### src/double_ended_queue_defines.svh
// assertion macros used by the double-ended queue back end
`ifndef DOUBLE_ENDED_QUEUE_DEFINES_SVH
`define DOUBLE_ENDED_QUEUE_DEFINES_SVH

// invariant checked on every edge outside reset
`define DEQ_ASSERT(name, prop, msg) \
   name: assert property (@(posedge clock) disable iff (reset) (prop)) else $error(msg);

// condition on one edge implies a consequence on the next edge
`define DEQ_ASSERT_NEXT(name, ante, cons, msg) \
   name: assert property (@(posedge clock) disable iff (reset) (ante) |=> (cons)) \
      else $error(msg);

`endif

### src/deq_pkg.sv
// shared types and constants of the double-ended queue
package deq_pkg;

   localparam int KIND_W   = 3;
   localparam int WORD_W   = 32;
   localparam int STATUS_W = 2;
   localparam int OCC_W    = 5;

   // request kinds as they arrive on the input beat
   localparam logic [KIND_W-1:0] KIND_PUSH_FRONT = 3'd0;
   localparam logic [KIND_W-1:0] KIND_PUSH_BACK  = 3'd1;
   localparam logic [KIND_W-1:0] KIND_POP_FRONT  = 3'd2;
   localparam logic [KIND_W-1:0] KIND_POP_BACK   = 3'd3;
   localparam logic [KIND_W-1:0] KIND_TRAVERSE   = 3'd4;

   // result status codes
   localparam logic [STATUS_W-1:0] ST_OK    = 2'd0;
   localparam logic [STATUS_W-1:0] ST_EMPTY = 2'd1;
   localparam logic [STATUS_W-1:0] ST_FULL  = 2'd2;

   // command queue between front and back
   localparam int CMD_SLOTS = 2;
   localparam int CMD_PTR_W = $clog2(CMD_SLOTS);
   localparam int CMD_LVL_W = $clog2(CMD_SLOTS + 1);

   // result queue at the output
   localparam int RSP_SLOTS = 4;
   localparam int RSP_PTR_W = $clog2(RSP_SLOTS);
   localparam int RSP_LVL_W = $clog2(RSP_SLOTS + 1);

   typedef enum logic [2:0] {
      OP_PUSH_FRONT = 3'd0,
      OP_PUSH_BACK  = 3'd1,
      OP_POP_FRONT  = 3'd2,
      OP_POP_BACK   = 3'd3,
      OP_TRAVERSE   = 3'd4,
      OP_NOP        = 3'd5
   } deq_op_type;

   typedef struct packed {
      logic [KIND_W-1:0]        kind;
      logic signed [WORD_W-1:0] value;
   } deq_req_type;

   typedef struct packed {
      logic signed [WORD_W-1:0] element;
      logic [STATUS_W-1:0]      status;
      logic [OCC_W-1:0]         occupancy;
      logic                     is_empty;
      logic                     last;
   } deq_rsp_type;

   typedef struct packed {
      deq_op_type               op;
      logic signed [WORD_W-1:0] value;
   } deq_cmd_type;

endpackage

### src/deq_front.sv
// front end: accepts request beats, decodes the kind and queues commands
module deq_front (
   input  logic                clock,
   input  logic                reset,
   input  logic                push,
   output logic                full,
   input  deq_pkg::deq_req_type req_data,
   output logic                cmd_valid,
   output deq_pkg::deq_cmd_type cmd_data,
   input  logic                cmd_take
);

   deq_pkg::deq_cmd_type                 slot_ff [deq_pkg::CMD_SLOTS];
   logic [deq_pkg::CMD_PTR_W-1:0]        wr_ptr_ff, wr_ptr_in;
   logic [deq_pkg::CMD_PTR_W-1:0]        rd_ptr_ff, rd_ptr_in;
   logic [deq_pkg::CMD_LVL_W-1:0]        level_ff, level_in;
   deq_pkg::deq_cmd_type                 decoded;
   logic                                 wr_fire;
   logic                                 rd_fire;

   // decode the request kind into a command
   always_comb begin
      decoded.value = req_data.value;
      case (req_data.kind)
         deq_pkg::KIND_PUSH_FRONT: decoded.op = deq_pkg::OP_PUSH_FRONT;
         deq_pkg::KIND_PUSH_BACK:  decoded.op = deq_pkg::OP_PUSH_BACK;
         deq_pkg::KIND_POP_FRONT:  decoded.op = deq_pkg::OP_POP_FRONT;
         deq_pkg::KIND_POP_BACK:   decoded.op = deq_pkg::OP_POP_BACK;
         deq_pkg::KIND_TRAVERSE:   decoded.op = deq_pkg::OP_TRAVERSE;
         default:                  decoded.op = deq_pkg::OP_NOP;
      endcase
   end

   assign full      = (level_ff == deq_pkg::CMD_LVL_W'(deq_pkg::CMD_SLOTS));
   assign cmd_valid = (level_ff != '0);
   assign cmd_data  = slot_ff[rd_ptr_ff];
   assign wr_fire   = push && !full;
   assign rd_fire   = cmd_take && cmd_valid;

   // pointer and level update
   always_comb begin
      wr_ptr_in = wr_ptr_ff;
      rd_ptr_in = rd_ptr_ff;
      level_in  = level_ff;
      if (wr_fire) begin
         wr_ptr_in = (wr_ptr_ff == deq_pkg::CMD_PTR_W'(deq_pkg::CMD_SLOTS - 1)) ?
                     '0 : wr_ptr_ff + 1'b1;
      end
      if (rd_fire) begin
         rd_ptr_in = (rd_ptr_ff == deq_pkg::CMD_PTR_W'(deq_pkg::CMD_SLOTS - 1)) ?
                     '0 : rd_ptr_ff + 1'b1;
      end
      if (wr_fire && !rd_fire) begin
         level_in = level_ff + 1'b1;
      end else if (!wr_fire && rd_fire) begin
         level_in = level_ff - 1'b1;
      end
   end

   // control registers
   always_ff @(posedge clock) begin
      if (reset) begin
         wr_ptr_ff <= '0;
         rd_ptr_ff <= '0;
         level_ff  <= '0;
      end else begin
         wr_ptr_ff <= wr_ptr_in;
         rd_ptr_ff <= rd_ptr_in;
         level_ff  <= level_in;
      end
   end

   // command storage
   always_ff @(posedge clock) begin
      if (wr_fire) begin
         slot_ff[wr_ptr_ff] <= decoded;
      end
   end

endmodule

### src/deq_back.sv
// back end: holds the circular store and carries out one command step per cycle while the result queue has room
`include "double_ended_queue_defines.svh"

module deq_back #(
   parameter int DEPTH = 16
) (
   input  logic                          clock,
   input  logic                          reset,
   input  logic                          cmd_valid,
   input  deq_pkg::deq_cmd_type          cmd_data,
   output logic                          cmd_take,
   input  logic [deq_pkg::RSP_LVL_W-1:0] rsp_level,
   output logic                          res_valid,
   output deq_pkg::deq_rsp_type          res_data
);

   localparam int IW = $clog2(DEPTH);
   localparam int CW = $clog2(DEPTH + 1);
   localparam int SW = IW + 1;

   typedef struct packed {
      logic                             use_mem;
      logic [deq_pkg::STATUS_W-1:0]     status;
      logic [deq_pkg::OCC_W-1:0]        occupancy;
      logic                             is_empty;
      logic                             last;
   } deq_meta_type;

   logic signed [deq_pkg::WORD_W-1:0] mem [DEPTH];
   logic signed [deq_pkg::WORD_W-1:0] rd_data_ff;

   logic [IW-1:0]   front_ff, front_in;
   logic [CW-1:0]   count_ff, count_in;
   logic [IW-1:0]   trav_ff, trav_in;
   logic            b_valid_ff, b_valid_in;
   deq_meta_type    b_meta_ff, b_meta_in;

   logic            issue;
   logic            is_full;
   logic            is_none;
   logic            trav_last;
   logic            wr_en;
   logic            rd_en;
   logic [IW-1:0]   wr_addr;
   logic [IW-1:0]   rd_addr;
   logic [deq_pkg::RSP_LVL_W:0] out_load;

   // slot at an offset from an index, wrapped into the store
   function automatic logic [IW-1:0] wrap_add(input logic [IW-1:0] idx,
                                              input logic [CW-1:0] off);
      logic [SW-1:0] sum;
      sum = SW'(idx) + SW'(off);
      if (sum >= SW'(DEPTH)) begin
         sum = sum - SW'(DEPTH);
      end
      return sum[IW-1:0];
   endfunction

   function automatic logic [IW-1:0] wrap_inc(input logic [IW-1:0] idx);
      return (idx == IW'(DEPTH - 1)) ? '0 : idx + 1'b1;
   endfunction

   function automatic logic [IW-1:0] wrap_dec(input logic [IW-1:0] idx);
      return (idx == '0) ? IW'(DEPTH - 1) : idx - 1'b1;
   endfunction

   // issue only while the result queue has room for everything in flight
   assign out_load  = (deq_pkg::RSP_LVL_W + 1)'(rsp_level) +
                      (deq_pkg::RSP_LVL_W + 1)'(b_valid_ff);
   assign issue     = cmd_valid &&
                      (out_load < (deq_pkg::RSP_LVL_W + 1)'(deq_pkg::RSP_SLOTS));
   assign is_full   = (count_ff == CW'(DEPTH));
   assign is_none   = (count_ff == '0);
   assign trav_last = ((CW'(trav_ff) + 1'b1) == count_ff);

   // command step
   always_comb begin
      front_in          = front_ff;
      count_in          = count_ff;
      trav_in           = trav_ff;
      cmd_take          = 1'b0;
      wr_en             = 1'b0;
      rd_en             = 1'b0;
      wr_addr           = front_ff;
      rd_addr           = front_ff;
      b_valid_in        = issue;
      b_meta_in.use_mem = 1'b0;
      b_meta_in.status  = deq_pkg::ST_OK;
      b_meta_in.last    = 1'b1;
      if (issue) begin
         case (cmd_data.op)
            deq_pkg::OP_PUSH_FRONT: begin
               cmd_take = 1'b1;
               if (is_full) begin
                  b_meta_in.status = deq_pkg::ST_FULL;
               end else begin
                  front_in = wrap_dec(front_ff);
                  wr_en    = 1'b1;
                  wr_addr  = wrap_dec(front_ff);
                  count_in = count_ff + 1'b1;
               end
            end
            deq_pkg::OP_PUSH_BACK: begin
               cmd_take = 1'b1;
               if (is_full) begin
                  b_meta_in.status = deq_pkg::ST_FULL;
               end else begin
                  wr_en    = 1'b1;
                  wr_addr  = wrap_add(front_ff, count_ff);
                  count_in = count_ff + 1'b1;
               end
            end
            deq_pkg::OP_POP_FRONT: begin
               cmd_take = 1'b1;
               if (is_none) begin
                  b_meta_in.status = deq_pkg::ST_EMPTY;
               end else begin
                  rd_en             = 1'b1;
                  rd_addr           = front_ff;
                  b_meta_in.use_mem = 1'b1;
                  front_in          = wrap_inc(front_ff);
                  count_in          = count_ff - 1'b1;
               end
            end
            deq_pkg::OP_POP_BACK: begin
               cmd_take = 1'b1;
               if (is_none) begin
                  b_meta_in.status = deq_pkg::ST_EMPTY;
               end else begin
                  rd_en             = 1'b1;
                  rd_addr           = wrap_add(front_ff, count_ff - 1'b1);
                  b_meta_in.use_mem = 1'b1;
                  count_in          = count_ff - 1'b1;
               end
            end
            deq_pkg::OP_TRAVERSE: begin
               if (is_none) begin
                  cmd_take         = 1'b1;
                  b_meta_in.status = deq_pkg::ST_EMPTY;
               end else begin
                  rd_en             = 1'b1;
                  rd_addr           = wrap_add(front_ff, CW'(trav_ff));
                  b_meta_in.use_mem = 1'b1;
                  b_meta_in.last    = trav_last;
                  if (trav_last) begin
                     cmd_take = 1'b1;
                     trav_in  = '0;
                  end else begin
                     trav_in  = trav_ff + 1'b1;
                  end
               end
            end
            default: begin
               cmd_take = 1'b1;
            end
         endcase
      end
      b_meta_in.occupancy = deq_pkg::OCC_W'(count_in);
      b_meta_in.is_empty  = (count_in == '0);
   end

   // control registers
   always_ff @(posedge clock) begin
      if (reset) begin
         front_ff   <= '0;
         count_ff   <= '0;
         trav_ff    <= '0;
         b_valid_ff <= 1'b0;
      end else begin
         front_ff   <= front_in;
         count_ff   <= count_in;
         trav_ff    <= trav_in;
         b_valid_ff <= b_valid_in;
      end
   end

   // result metadata stage
   always_ff @(posedge clock) begin
      b_meta_ff <= b_meta_in;
   end

   // circular store, one access per cycle with registered read
   always_ff @(posedge clock) begin
      if (wr_en) begin
         mem[wr_addr] <= cmd_data.value;
      end
      if (rd_en) begin
         rd_data_ff <= mem[rd_addr];
      end
   end

   // result beat toward the output queue
   always_comb begin
      res_valid          = b_valid_ff;
      res_data.element   = b_meta_ff.use_mem ? rd_data_ff : '0;
      res_data.status    = b_meta_ff.status;
      res_data.occupancy = b_meta_ff.occupancy;
      res_data.is_empty  = b_meta_ff.is_empty;
      res_data.last      = b_meta_ff.last;
   end

   // checks
   `DEQ_ASSERT(a_count_bound, count_ff <= CW'(DEPTH), "element count above depth")
   `DEQ_ASSERT(a_out_room, out_load <= (deq_pkg::RSP_LVL_W + 1)'(deq_pkg::RSP_SLOTS), "result queue overcommitted")
   `DEQ_ASSERT(a_trav_range, (trav_ff == '0) || (CW'(trav_ff) < count_ff), "traversal index past count")
   `DEQ_ASSERT_NEXT(a_pop_count, issue && !is_none && (cmd_data.op == deq_pkg::OP_POP_FRONT || cmd_data.op == deq_pkg::OP_POP_BACK), count_ff == $past(count_ff) - 1'b1, "pop did not drop count")

endmodule

### src/deq_rsp_queue.sv
// output queue: buffers result beats until the receiver pops them
module deq_rsp_queue (
   input  logic                          clock,
   input  logic                          reset,
   input  logic                          res_valid,
   input  deq_pkg::deq_rsp_type          res_data,
   output logic [deq_pkg::RSP_LVL_W-1:0] level,
   output logic                          empty,
   input  logic                          pop,
   output deq_pkg::deq_rsp_type          rsp_data
);

   deq_pkg::deq_rsp_type                 slot_ff [deq_pkg::RSP_SLOTS];
   logic [deq_pkg::RSP_PTR_W-1:0]        wr_ptr_ff, wr_ptr_in;
   logic [deq_pkg::RSP_PTR_W-1:0]        rd_ptr_ff, rd_ptr_in;
   logic [deq_pkg::RSP_LVL_W-1:0]        level_ff, level_in;
   logic                                 rd_fire;

   assign level    = level_ff;
   assign empty    = (level_ff == '0);
   assign rsp_data = slot_ff[rd_ptr_ff];
   assign rd_fire  = pop && !empty;

   // pointer and level update; the back end never writes into a full queue
   always_comb begin
      wr_ptr_in = wr_ptr_ff;
      rd_ptr_in = rd_ptr_ff;
      level_in  = level_ff;
      if (res_valid) begin
         wr_ptr_in = (wr_ptr_ff == deq_pkg::RSP_PTR_W'(deq_pkg::RSP_SLOTS - 1)) ?
                     '0 : wr_ptr_ff + 1'b1;
      end
      if (rd_fire) begin
         rd_ptr_in = (rd_ptr_ff == deq_pkg::RSP_PTR_W'(deq_pkg::RSP_SLOTS - 1)) ?
                     '0 : rd_ptr_ff + 1'b1;
      end
      if (res_valid && !rd_fire) begin
         level_in = level_ff + 1'b1;
      end else if (!res_valid && rd_fire) begin
         level_in = level_ff - 1'b1;
      end
   end

   // control registers
   always_ff @(posedge clock) begin
      if (reset) begin
         wr_ptr_ff <= '0;
         rd_ptr_ff <= '0;
         level_ff  <= '0;
      end else begin
         wr_ptr_ff <= wr_ptr_in;
         rd_ptr_ff <= rd_ptr_in;
         level_ff  <= level_in;
      end
   end

   // result storage
   always_ff @(posedge clock) begin
      if (res_valid) begin
         slot_ff[wr_ptr_ff] <= res_data;
      end
   end

endmodule

### src/double_ended_queue.sv
// top level of the double-ended queue of signed 32-bit words
//
// request side: a beat carrying kind and value is taken on an edge with push
// high and full low. kinds: push front, push back, pop front, pop back and
// traverse; other codes give one ok result and change nothing.
// result side: while empty is low the oldest result sits on rsp_data and is
// taken on an edge with pop high. every request yields one result, except a
// traverse of a non-empty queue, which yields one result per held element,
// front first, with last set on the final one.
// path: a request passes the command queue, the registered store step and the
// result queue before its first result is visible on rsp_data.
// throughput: one store step per cycle while the result queue has room, set by
// the single store port: one step per push, pop or empty/full answer, n per traverse of n.
// a stalled receiver fills the four-entry result queue, then the two-entry
// command queue, and then full rises; nothing is dropped.
// reset empties both queues and the store (count and front index to zero).
module double_ended_queue #(
   parameter int DEPTH = 16
) (
   input  logic                 clock,
   input  logic                 reset,
   input  logic                 push,
   output logic                 full,
   input  deq_pkg::deq_req_type req_data,
   output logic                 empty,
   input  logic                 pop,
   output deq_pkg::deq_rsp_type rsp_data
);

   logic                          cmd_valid;
   deq_pkg::deq_cmd_type          cmd_data;
   logic                          cmd_take;
   logic [deq_pkg::RSP_LVL_W-1:0] rsp_level;
   logic                          res_valid;
   deq_pkg::deq_rsp_type          res_data;

   // request decode and command queue
   deq_front u_front (
      .clock     (clock),
      .reset     (reset),
      .push      (push),
      .full      (full),
      .req_data  (req_data),
      .cmd_valid (cmd_valid),
      .cmd_data  (cmd_data),
      .cmd_take  (cmd_take)
   );

   // store and command execution
   deq_back #(
      .DEPTH (DEPTH)
   ) u_back (
      .clock     (clock),
      .reset     (reset),
      .cmd_valid (cmd_valid),
      .cmd_data  (cmd_data),
      .cmd_take  (cmd_take),
      .rsp_level (rsp_level),
      .res_valid (res_valid),
      .res_data  (res_data)
   );

   // result buffering
   deq_rsp_queue u_rsp_queue (
      .clock     (clock),
      .reset     (reset),
      .res_valid (res_valid),
      .res_data  (res_data),
      .level     (rsp_level),
      .empty     (empty),
      .pop       (pop),
      .rsp_data  (rsp_data)
   );

endmodule

### config.mk
export PLATFORM = sky130hd
export DESIGN_NAME = double_ended_queue
export DESIGN_NICKNAME = d
export VERILOG_FILES = /design/src/deq_pkg.sv /design/src/deq_front.sv /design/src/deq_back.sv /design/src/deq_rsp_queue.sv /design/src/double_ended_queue.sv
export VERILOG_INCLUDE_DIRS = /design/src /design/src/src
export SDC_FILE = /design/constraint.sdc
export NUM_CORES = 1
export LEC_CHECK = 0
export BUFFER_PORTS_ARGS = -buffer_cell sky130_fd_sc_hd__buf_2
export CORE_UTILIZATION = 55
export CTS_BUF_LIST = sky130_fd_sc_hd__clkbuf_8
export DETAILED_ROUTE_END_ITERATION = 8
export GPL_ROUTABILITY_DRIVEN = 0
export PLACE_DENSITY_LB_ADDON = 0.15
export SYNTH_ARGS = -nofsm -noshare
export SYNTH_HDL_FRONTEND = slang
export SYNTH_HIERARCHICAL = 1
export SYNTH_SLANG_ARGS = --single-unit
export TNS_END_PERCENT = 30
### constraint.sdc
create_clock -name clock -period 5.4 [get_ports clock]
set_clock_uncertainty 0.1 [all_clocks]
set_input_delay 0.54 -clock clock [delete_from_list [all_inputs] [get_ports clock]]
set_output_delay 0.54 -clock clock [all_outputs]
set_load 0.005 [all_outputs]
== Word level (Yosys, flattened, before mapping) ==
Memory sizes are Yosys's and may differ from the RTL's. A register that Yosys moved wholly into a read port is not among the register bits.
Cells that the tools add are included.
Storage, ports and cells
  flip-flop bits (word level): 35
  RAM bits: 746
  output and inout bits: 43
  word-level logic and storage cells: 144
  memories: 3
Cells by class
  $add $sub $neg: 21
  bitwise operators: 3
  mux-type cells: 53
  eq/ne operators: 15
  reductions and logical operators: 30
  $lt $le $gt $ge: 4
Memories
  u_back.mem: words 16, bits a word 32, rd ports 1, clocked after memory_dff 1, wr ports 1, RTL line deq_back.sv:29  | logic signed [deq_pkg::WORD_W-1:0] mem [DEPTH];
  u_rsp_queue.slot_ff: words 4, bits a word 41, rd ports 1, clocked after memory_dff 1, wr ports 1, RTL line deq_rsp_queue.sv:13  | deq_pkg::deq_rsp_type slot_ff [deq_pkg::RSP_SLOTS];
  u_front.slot_ff: words 2, bits a word 35, rd ports 1, clocked after memory_dff 1, wr ports 1, RTL line deq_front.sv:13  | deq_pkg::deq_cmd_type slot_ff [deq_pkg::CMD_SLOTS];
Operator list (number)
  4-bit 2-to-1 mux: 13
  32-bit 2-to-1 mux: 1
  4-bit one-hot mux with 2 select lines: 3
  1-bit 2-to-1 mux: 21
  4-bit by 1-bit subtractor with 4-bit output, second input constant: 4
  5-bit greater-or-equal comparator, second input constant: 3
  5-bit 2-to-1 mux: 3
  3-bit one-hot mux with 5 select lines: 1
  2-bit 2-to-1 mux: 7
  3-bit by 2-bit == test with 1-bit output, second input constant: 4
  4-bit by 5-bit adder with 5-bit output: 2
  5-bit zero test: 2
  5-bit one-hot mux with 2 select lines: 1
  3-bit zero test: 3
  4-bit by 1-bit adder with 4-bit output, second input constant: 2
  1-bit logical AND: 8
  2-bit nonzero test: 4
  2-bit by 1-bit adder with 2-bit output, second input constant: 3
  2-bit == test, second input constant: 3
  3-bit by 1-bit == test with 1-bit output, second input constant: 2
  3-bit == test, second input constant: 2
  1-bit zero test: 6
  3-bit 2-to-1 mux: 2
  3-bit AND reduction: 2
  19 further kinds: 24

== Longest topological paths before layout ==
Gate-level depths: netlist of the first run.
  depth after elaboration: 10
  gate-level depth with buffers: 14
  gate-level depth less buffers: 11

== Hierarchy ==
Netlist of the first run, hierarchy kept.
By module, submodules not included
  deq_back: area each 23497.5 µm², sequential area each 16816.1 µm², cells each 1795, instances 1
  deq_rsp_queue: area each 6416.2 µm², sequential area each 5104.9 µm², cells each 258, instances 1
  deq_front: area each 2753.9 µm², sequential area each 2202.1 µm², cells each 137, instances 1

== Worst setup path after synthesis of the first run ==
No wires, ideal clock.
  path kind: register to register
  start point: register (tool-made name)
  end point: register u_back/rd_data_ff[0] (netlist bit) (read register of u_back.mem), enable pin
  stages on the path, launching flop included: 7
  setup time: 461 ps
  path slack: 889 ps
  arrival time: 3950 ps
  period minus slack after synthesis: 4511 ps
  data required time: 4839 ps
  path through: dfxtp_1 buf_2 buf_2 mux2_2 or3b_2 and2_1 nor3_1
RTL lines
  end, declared: RTL line deq_back.sv:30  | logic signed [deq_pkg::WORD_W-1:0] rd_data_ff;

==> summary.log, run 1 <==
INFO  outcome        run_status=completed
INFO  critical_path  worstPathRequired=5.87ns
INFO  yosys          ys_top_cells_by_area=sky130_fd_sc_hd__edfxtp_1 (72%), sky130_fd_sc_hd__nand2_1 (4.0%), sky130_fd_sc_hd__mux4_2 (2.8%)
INFO  detailed_routing wl_per_cell=22.3µm
INFO  floorplanning  top_level_ports=82
INFO  floorplanning  die-area=60400µm²
INFO  floorplanning  starting_density_of_the_core=56.2%
INFO  yosys          synth_area_per_cell=14.9µm²
INFO  grt            grt_pass1_vias=18800
INFO  critical_path  timing.reg2reg.worst_path_depth=10
INFO  floorplanning  die_width=246µm
INFO  yosys          syn-instance-count=2190
INFO  placed_design  detailedPlacementHpwl=39200µm
INFO  sta            final_period_minus_worst_setup_slack=4.27ns
INFO  clocking       ctsResizeCount=0
INFO  yosys          syn_nets=2254
INFO  detailed_routing ant_nets=0
INFO  critical_path  crit_end=u_back/rd_data_ff[14]
INFO  yosys          number_of_warnings_printed_during_yosys_synthesis=6
INFO  sta            finalCritPeriodShare=79.0%
INFO  clocking       clock_tree.root_cell=sky130_fd_sc_hd__clkbuf_8
INFO  critical_path  crit_path_end_kind=flip-flop
INFO  sta            postLayoutSetupSlackWorst=1.13ns
INFO  critical_path  reg2reg_setup_slack=1.13ns
INFO  clocking       clkSlewWorstSetupHoldPaths=0.06ns
INFO  clocking       tritoncts=yes
INFO  yosys          postSynth.asyncResetShare=0%
INFO  sta            finalHoldViolCount=0
INFO  power_and_ir_drop ir_worst_vdd=0.000230V
INFO  layout         final_design_area_no_fill=36600µm²
INFO  critical_path  slowest_stage=sky130_fd_sc_hd__a22oi_2
INFO  power_and_ir_drop p_total=0.0165W
INFO  yosys          synth_top_area_cell=sky130_fd_sc_hd__edfxtp_1
INFO  detailed_routing post-route-drc-count=0
INFO  placed_design  placed_area=33900µm²
INFO  sta            rsz0062_at_grt=no
INFO  detailed_routing dr_total_vias=18800
INFO  layout         layout-drive-gt1-share=17.9%
INFO  hold_path      hp-class=primary input to flip-flop
INFO  clocking       postCtsSetupBuffers=0
INFO  floorplanning  rows=88
INFO  sta            timing_worst_slew_pin_value=1.14ns
INFO  power_and_ir_drop power_leakage=12.1nW
INFO  critical_path  crit_top_cell=sky130_fd_sc_hd__buf_4
INFO  clocking       clock_insertion_delay_worst_skew=0.77ns
INFO  detailed_routing dr.first_iter.drc_count=1551
INFO  layout         final_util=62.9%
INFO  grt            grt_usage=24.4%
INFO  clocking       numCtsBuffers=134
INFO  layout         layout_common_cells=sky130_fd_sc_hd__edfxtp_1 (778), sky130_fd_sc_hd__nand2_1 (345), sky130_fd_sc_hd__nor2_1 (220)
INFO  yosys          synth-edff-count=778
INFO  grt            grt_start_max_net_pins=129
INFO  run            drv_cap=0
INFO  placed_design  pre_cts_ws=1.18ns
INFO  floorplanning  core=58100µm²
INFO  clocking       cts-root-to-sink-buffers=3
INFO  layout         layout-area-overhead-vs-synth=11.9%
INFO  layout         finish.net_count=2416
INFO  critical_path  timing.critical_path.arrival=4.74ns
INFO  grt            grt_overflow=0
INFO  critical_path  reg2reg_to=u_back/rd_data_ff[14]
INFO  yosys          synthFlopType=sky130_fd_sc_hd__edfxtp_1
INFO  layout         final_common_cell=sky130_fd_sc_hd__edfxtp_1
INFO  placed_design  buffer_ports.inserted=81
INFO  yosys          ys_types=73
INFO  clocking       cts.hold.buffers_added=36
INFO  critical_path  timing.setup.critical_path_class=flip-flop to flip-flop
INFO  critical_path  slowest_delay=0.71ns
INFO  sta            totalNegativeSetupSlack=0ns
INFO  sta            timing.slew.headroom=23.9%
INFO  clocking       clock_tree.htree_level_count=4
INFO  power_and_ir_drop power_density=452nW/µm²
INFO  detailed_routing detail_route.first_pass.iterations=5
INFO  detailed_routing post_drt_via_cell_ratio=5.88
INFO  clocking       clock-sinks=816
INFO  sta            setup_viol=0
INFO  sta            clock.fmax=234MHz
INFO  critical_path  cp-start-kind=flip-flop
INFO  critical_path  worstPathCellList=buf_4 > mux2_2 > nor3b_2 > o2111ai_4 > a22oi_2 > buf_4 > a21oi_1 > a32oi_1 > o22ai_1 > a221oi_2
INFO  detailed_routing wl=71500µm
INFO  grt            antenna_found_initial=4
INFO  sta            slew_viol_final=0
INFO  yosys          netlist_area=32700µm²
INFO  yosys          post-synth-top-area-fraction=71.5%
INFO  critical_path  cp_max_fo=54
INFO  floorplanning  die_y=246µm
INFO  yosys          synth_seq_area_share=73.8%
INFO  yosys          number_of_synthesized_register_bits=816
INFO  grt            grt_first_pass_wirelength=109000µm
area by class of cell:
type | instances | area [µm²]
antenna | 1 | 2.50
inverter | 18 | 67.6
clock buffer | 139 | 1910
timing repair buffer | 162 | 1280
sequential | 816 | 24100
multi-input combinational | 1220 | 7830
clock inverter | 85 | 399
fill | 4225 | 21600
tap | 765 | 957
routing by layer:
layer  global-route usage (%)  wire [µm]
met5                        0          0
met4                     10.0       1950
met3                     4.64       5100
met2                     39.0      34400
met1                     33.1      30000
worst min path at each step:
stage,startpoint,end,cells past startpoint
global route,req_data[33],u_front/slot_ff[1][33],2
floorplan,u_front/wr_ptr_ff,u_front/wr_ptr_ff,2
finish,push,u_front/wr_ptr_ff,4
detailed placement,u_back/res_data[6],u_rsp_queue/slot_ff[3][6],0
global placement,u_back/res_data[4],u_rsp_queue/slot_ff[3][4],0
CTS,push,u_front/wr_ptr_ff,4
stage by stage:
stage | hold slack [ns] | std cells
after CTS | 0.00493 | 3205
after global placement | 0.349 | 2945
after global routing | 0.0669 | 3205
after floorplan | 0.352 | 2190
after detailed placement | 0.357 | 2945
final | 0.0860 | 3206
power breakdown:
group	internal (W)	switching [W]
clock	0.00245	0.00225
combinational	0.00138	0.00242
sequential	0.00778	0.000220
registers in the layout (all words and copies together), names as in the netlist, named ones only:
register	flops
u_rsp_queue/rd_ptr_ff	2
u_back/res_valid	1
u_back/rd_data_ff	32
u_back/mem	512
u_back/trav_ff	4
u_back/b_meta_ff	1
u_back/front_ff	4
u_front/slot_ff	70
u_rsp_queue/wr_ptr_ff	2
u_back/count_ff	5
u_front/wr_ptr_ff	1
u_front/level_ff	2
u_back/res_data	9
u_rsp_queue/level	3
u_rsp_queue/slot_ff	164
u_front/rd_ptr_ff	1
worst max-delay path: cells and delay by family, from the launching register on:
family / cells / cell delay, ns
compound gates: 6 / 1.60
buf+inv: 2 / 1.01
flops: 1 / 0.37
mux: 1 / 0.54
simple gates: 1 / 0.42
logic make-up (layout without fill, tap and decap cells):
kind of cell / after synthesis / after routing / synth area share (%)
flops: 816 / 816 / 73.8
simple gates: 752 / 752 / 9.92
compound gates: 340 / 340 / 7.56
buf+inv: 154 / 404 / 2.70
mux: 86 / 86 / 4.41
fa+ha+maj: 25 / 25 / 1.05
xor+xnor: 17 / 17 / 0.521
other cells: 0 / 1 / 0
synth_stat cells (2+ instances only):
master and count:
sky130_fd_sc_hd__clkbuf_1 45, sky130_fd_sc_hd__o21ai_2 2, sky130_fd_sc_hd__or3_1 6, sky130_fd_sc_hd__nand4_1 3
sky130_fd_sc_hd__buf_2 49, sky130_fd_sc_hd__o21ba_2 2, sky130_fd_sc_hd__and2_1 41, sky130_fd_sc_hd__dfxtp_1 38
sky130_fd_sc_hd__o211ai_1 7, sky130_fd_sc_hd__a221oi_2 32, sky130_fd_sc_hd__nand2_1 345, sky130_fd_sc_hd__nand2b_1 9
sky130_fd_sc_hd__xnor2_1 7, sky130_fd_sc_hd__mux2i_1 7, sky130_fd_sc_hd__mux2_2 36, sky130_fd_sc_hd__a2bb2oi_1 2
sky130_fd_sc_hd__buf_4 20, sky130_fd_sc_hd__a21o_1 4, sky130_fd_sc_hd__nand4bb_1 3, sky130_fd_sc_hd__buf_6 7
sky130_fd_sc_hd__ha_1 21, sky130_fd_sc_hd__inv_1 18, sky130_fd_sc_hd__buf_12 7, sky130_fd_sc_hd__edfxtp_1 778
sky130_fd_sc_hd__fa_1 4, sky130_fd_sc_hd__o21ai_1 34, sky130_fd_sc_hd__a31oi_1 3, sky130_fd_sc_hd__a211oi_1 6
sky130_fd_sc_hd__mux4_2 40, sky130_fd_sc_hd__nand3_1 77, sky130_fd_sc_hd__nor2_8 2, sky130_fd_sc_hd__and3b_1 2
sky130_fd_sc_hd__and3_1 5, sky130_fd_sc_hd__xor2_1 8, sky130_fd_sc_hd__o21ai_0 50, sky130_fd_sc_hd__o22ai_1 36
sky130_fd_sc_hd__nor2b_1 2, sky130_fd_sc_hd__a32oi_1 64, sky130_fd_sc_hd__a21oi_1 83, sky130_fd_sc_hd__buf_1 8
sky130_fd_sc_hd__nor2_1 236, sky130_fd_sc_hd__nor3_1 10
(Power assumes the default switching activity.)
==> run 2: changes to the inputs <==
- ABC_AREA: default -> 1
- clock period: 5.4 -> 3.8 ns (I/O delays scaled with it)
==> run 2 against run 1 <==
Combinational power up 110%; synthesized cell count up 55%; area after synthesis rose by 12%; clock-buffer cell count rose by 4; worst hold slack gained 0.15 ns; sequential share of layout area down 6.8 points; sequential power rose by 45%; largest cell class unchanged; largest power group unchanged.
==> summary.log, run 2 <==
INFO  outcome        run_status=completed
INFO  grt            grt_usage=25.9%
INFO  critical_path  timing.reg2reg.worst_path_depth=13
INFO  grt            antenna_found_initial=1
INFO  layout         layout-drive-gt1-share=13.6%
INFO  placed_design  detailedPlacementHpwl=48100µm
INFO  yosys          postSynth.asyncResetShare=0%
INFO  layout         max_ffs_per_register=512
INFO  yosys          netlist_area=36700µm²
INFO  critical_path  cp-start-kind=flip-flop
INFO  critical_path  timing.setup.critical_path_class=flip-flop to flip-flop
INFO  sta            finalCritPeriodShare=89.3%
INFO  yosys          ys_types=43
INFO  clocking       tritoncts=yes
INFO  power_and_ir_drop ir_worst_vdd=0.000374V
INFO  clocking       cts-root-to-sink-buffers=3
INFO  critical_path  cp_max_fo=21
INFO  yosys          post-synth-top-area-fraction=63.7%
INFO  yosys          synth_seq_area_share=65.8%
INFO  sta            timing_worst_slew_pin_value=1.09ns
INFO  detailed_routing highest_layer=met4
INFO  yosys          adder_cell_share_of_the_synthesized_area=0.935%
INFO  critical_path  crit_end=u_back/mem[14][21]
INFO  layout         num-fill-cells=5271
INFO  detailed_routing post_drt_via_cell_ratio=5.40
INFO  layout         multiInputGateArea=9190µm²
INFO  yosys          post_synth_and_or_nand_nor_area_fraction=19.2%
INFO  detailed_routing wl_per_cell=19.1µm
INFO  floorplanning  rows=94
INFO  yosys          synth-compound-area-share=2.67%
INFO  layout         seq_area=24100µm²
INFO  yosys          most_common_cell_in_the_synthesized_netlist=sky130_fd_sc_hd__edfxtp_1
INFO  detailed_routing wl_met1=36600µm
INFO  grt            grt_start_max_net_pins=101
INFO  sta            finalHoldViolCount=0
INFO  hold_path      hp-class=primary input to flip-flop
INFO  detailed_routing dr_total_vias=24300
INFO  floorplanning  core=65900µm²
INFO  clocking       clock_tree.root_cell=sky130_fd_sc_hd__clkbuf_8
INFO  yosys          syn_nets=3448
INFO  clocking       ctsResizeCount=0
INFO  grt            grt_overflow=0
INFO  clocking       clock_insertion_delay_worst_skew=0.78ns
INFO  clocking       numCtsBuffers=135
INFO  critical_path  reg2reg_to=u_back/mem[14][21]
INFO  yosys          synth-edff-count=778
INFO  clocking       clock-sinks=816
INFO  sta            final_period_minus_worst_setup_slack=3.39ns
INFO  layout         layout_common_cells=sky130_fd_sc_hd__edfxtp_1 (778), sky130_fd_sc_hd__nand2_1 (737), sky130_fd_sc_hd__inv_1 (655)
INFO  detailed_routing post-route-drc-count=0
INFO  power_and_ir_drop power_leakage=17.3nW
INFO  placed_design  placed_area=38000µm²
INFO  sta            postLayoutSetupSlackWorst=0.408ns
INFO  critical_path  reg2reg_setup_slack=0.41ns
INFO  yosys          number_of_synthesized_register_bits=816
INFO  layout         final_common_cell=sky130_fd_sc_hd__edfxtp_1
INFO  clocking       clkSlewWorstSetupHoldPaths=0.06ns
INFO  yosys          cell_types_with_the_highest_counts_after_synthesis=sky130_fd_sc_hd__edfxtp_1 (778), sky130_fd_sc_hd__nand2_1 (738), sky130_fd_sc_hd__inv_1 (607)
INFO  yosys          synth_top_area_cell=sky130_fd_sc_hd__edfxtp_1
INFO  floorplanning  die_width=260µm
INFO  grt            grt_first_pass_wirelength=133000µm
INFO  grt            grt_pass1_vias=23600
INFO  critical_path  crit_path_end_kind=flip-flop
INFO  critical_path  critical_path.startpoint=u_back/count_ff[0]
INFO  layout         max_flop_register=u_back/mem
INFO  yosys          combinational_family_with_the_most_area_after_synthesis=simple AND/OR/NAND/NOR gates
INFO  clocking       clock_tree.htree_level_count=4
INFO  sta            slew_viol_final=0
INFO  placed_design  buffer_ports.inserted=81
INFO  sta            rsz0062_at_grt=no
INFO  yosys          synth_area_per_cell=10.8µm²
INFO  detailed_routing detail_route.first_pass.iterations=6
INFO  run            drv_cap=0
INFO  detailed_routing wl=85800µm
INFO  detailed_routing dr.first_iter.drc_count=2182
INFO  placed_design  pre_cts_ws=0.476ns
INFO  floorplanning  starting_density_of_the_core=55.7%
INFO  floorplanning  die_y=260µm
INFO  critical_path  timing.critical_path.arrival=3.69ns
INFO  detailed_routing routed-wl-met3=5690µm
INFO  floorplanning  top_level_ports=82
INFO  layout         finish.net_count=3590
INFO  yosys          post_synth_xor_area_fraction=0.406%
INFO  detailed_routing ant_nets=0
INFO  layout         largest_registers=u_back/mem x512, u_rsp_queue/slot_ff x164, u_front/slot_ff x70
INFO  yosys          syn-instance-count=3384
INFO  floorplanning  die-area=67700µm²
INFO  critical_path  worst_r2r_startpoint=u_back/count_ff[0]
INFO  yosys          number_of_warnings_printed_during_yosys_synthesis=6
INFO  layout         layout-area-overhead-vs-synth=11.2%
INFO  critical_path  worstPathRequired=4.09ns
INFO  layout         final_design_area_no_fill=40800µm²
INFO  sta            timing.slew.headroom=27.5%
INFO  yosys          ys_top_cells_by_area=sky130_fd_sc_hd__edfxtp_1 (64%), sky130_fd_sc_hd__nand2_1 (7.6%), sky130_fd_sc_hd__nand3_1 (7.1%)
INFO  power_and_ir_drop power_density=647nW/µm²
INFO  yosys          post_synth_mux_area_share=1.38%
INFO  yosys          synthFlopType=sky130_fd_sc_hd__edfxtp_1
INFO  detailed_routing met2_length=41800µm
INFO  sta            clock.fmax=295MHz
INFO  sta            setup_viol=0
INFO  sta            totalNegativeSetupSlack=0ns
run 2: cell types whose count changed after synthesis, sizes merged, moves of 64 or more:
cell	before	now
inv	18	615
nor2	238	149
nand3	77	613
buf	91	177
nand2	345	744
a21oi	83	17
a32oi	64	0
run 2: through the flow:
step                      utilization, %  power (W)  cells  hold slack [ns]
final                               61.9     0.0264   4493            0.231
after global routing                61.9     0.0278   4493            0.184
after CTS                           61.9     0.0266   4492            0.152
after detailed placement            57.7     0.0197   4214            0.361
after global placement              57.7     0.0195   4214            0.352
after floorplan                        -     0.0173   3384            0.349
run 2: cell families after synthesis:
family / after synthesis
adders and majority gates: 25
AOI/OAI and AO/OA: 175
xor gates and xnor gates: 17
DFF: 816
buffers and inverters: 799
and+or+nand+nor: 1517
muxes: 35
run 2: worst min path at each step:
stage,start,end,cells past startpoint,slack [ns]
after global placement,u_back/res_data[1],u_rsp_queue/slot_ff[1][1],0,0.35
after floorplan,reset,u_back/trav_ff[3],1,0.35
after detailed placement,u_back/res_data[6],u_rsp_queue/slot_ff[1][6],0,0.36
after CTS,req_data[10],u_front/slot_ff[0][10],2,0.15
final,req_data[30],u_front/slot_ff[1][30],2,0.23
after global routing,req_data[17],u_front/slot_ff[0][17],2,0.18
run 2: area by class of cell:
| type | instances | area share, % |
|---|---|---|
| flip-flops and latches | 816 | 59.2 |
| multi-input cells | 1769 | 22.6 |
| inverters | 615 | 5.66 |
| clock buffers | 143 | 4.83 |
| repair buffers | 189 | 4.08 |
| well taps | 864 | 2.65 |
| clock inverters | 96 | 1.03 |
| diodes | 1 | 0.00614 |
run 2: worst max-delay path: stages, from the launching register on:
cell and delay (ns):
sky130_fd_sc_hd__dfxtp_1 0.36, sky130_fd_sc_hd__inv_1 0.20, sky130_fd_sc_hd__ha_1 0.29, sky130_fd_sc_hd__nand2_1 0.13
sky130_fd_sc_hd__nor2_2 0.24, sky130_fd_sc_hd__inv_2 0.16, sky130_fd_sc_hd__o21ai_0 0.28, sky130_fd_sc_hd__o22ai_1 0.13
sky130_fd_sc_hd__nand2_1 0.08, sky130_fd_sc_hd__o21ai_1 0.14, sky130_fd_sc_hd__inv_1 0.11, sky130_fd_sc_hd__nand2_1 0.23
sky130_fd_sc_hd__nor2_4 0.16, sky130_fd_sc_hd__buf_4 0.42
run 2: per-layer routing:
metal  GRT usage [%]  vias to the layer above
met5               0                        -
met4            8.48                        0
met3            4.36                      126
met2            43.0                      894
met1            34.7                    11800
li1                -                    11500
run 2: repair_timing:
| action | 4_1_cts | 5_1_grt |
|---|---|---|
| hold buffers | 39 | 0 |
| setup buffers | 0 | 0 |
| hold endpoints to repair | 90 | 0 |
run 2: power by group:
part,switching (W),internal [W]
combinational,0.00552,0.00241
sequential,0.000311,0.0113
clock,0.00336,0.00348
total,0.00919,0.0172
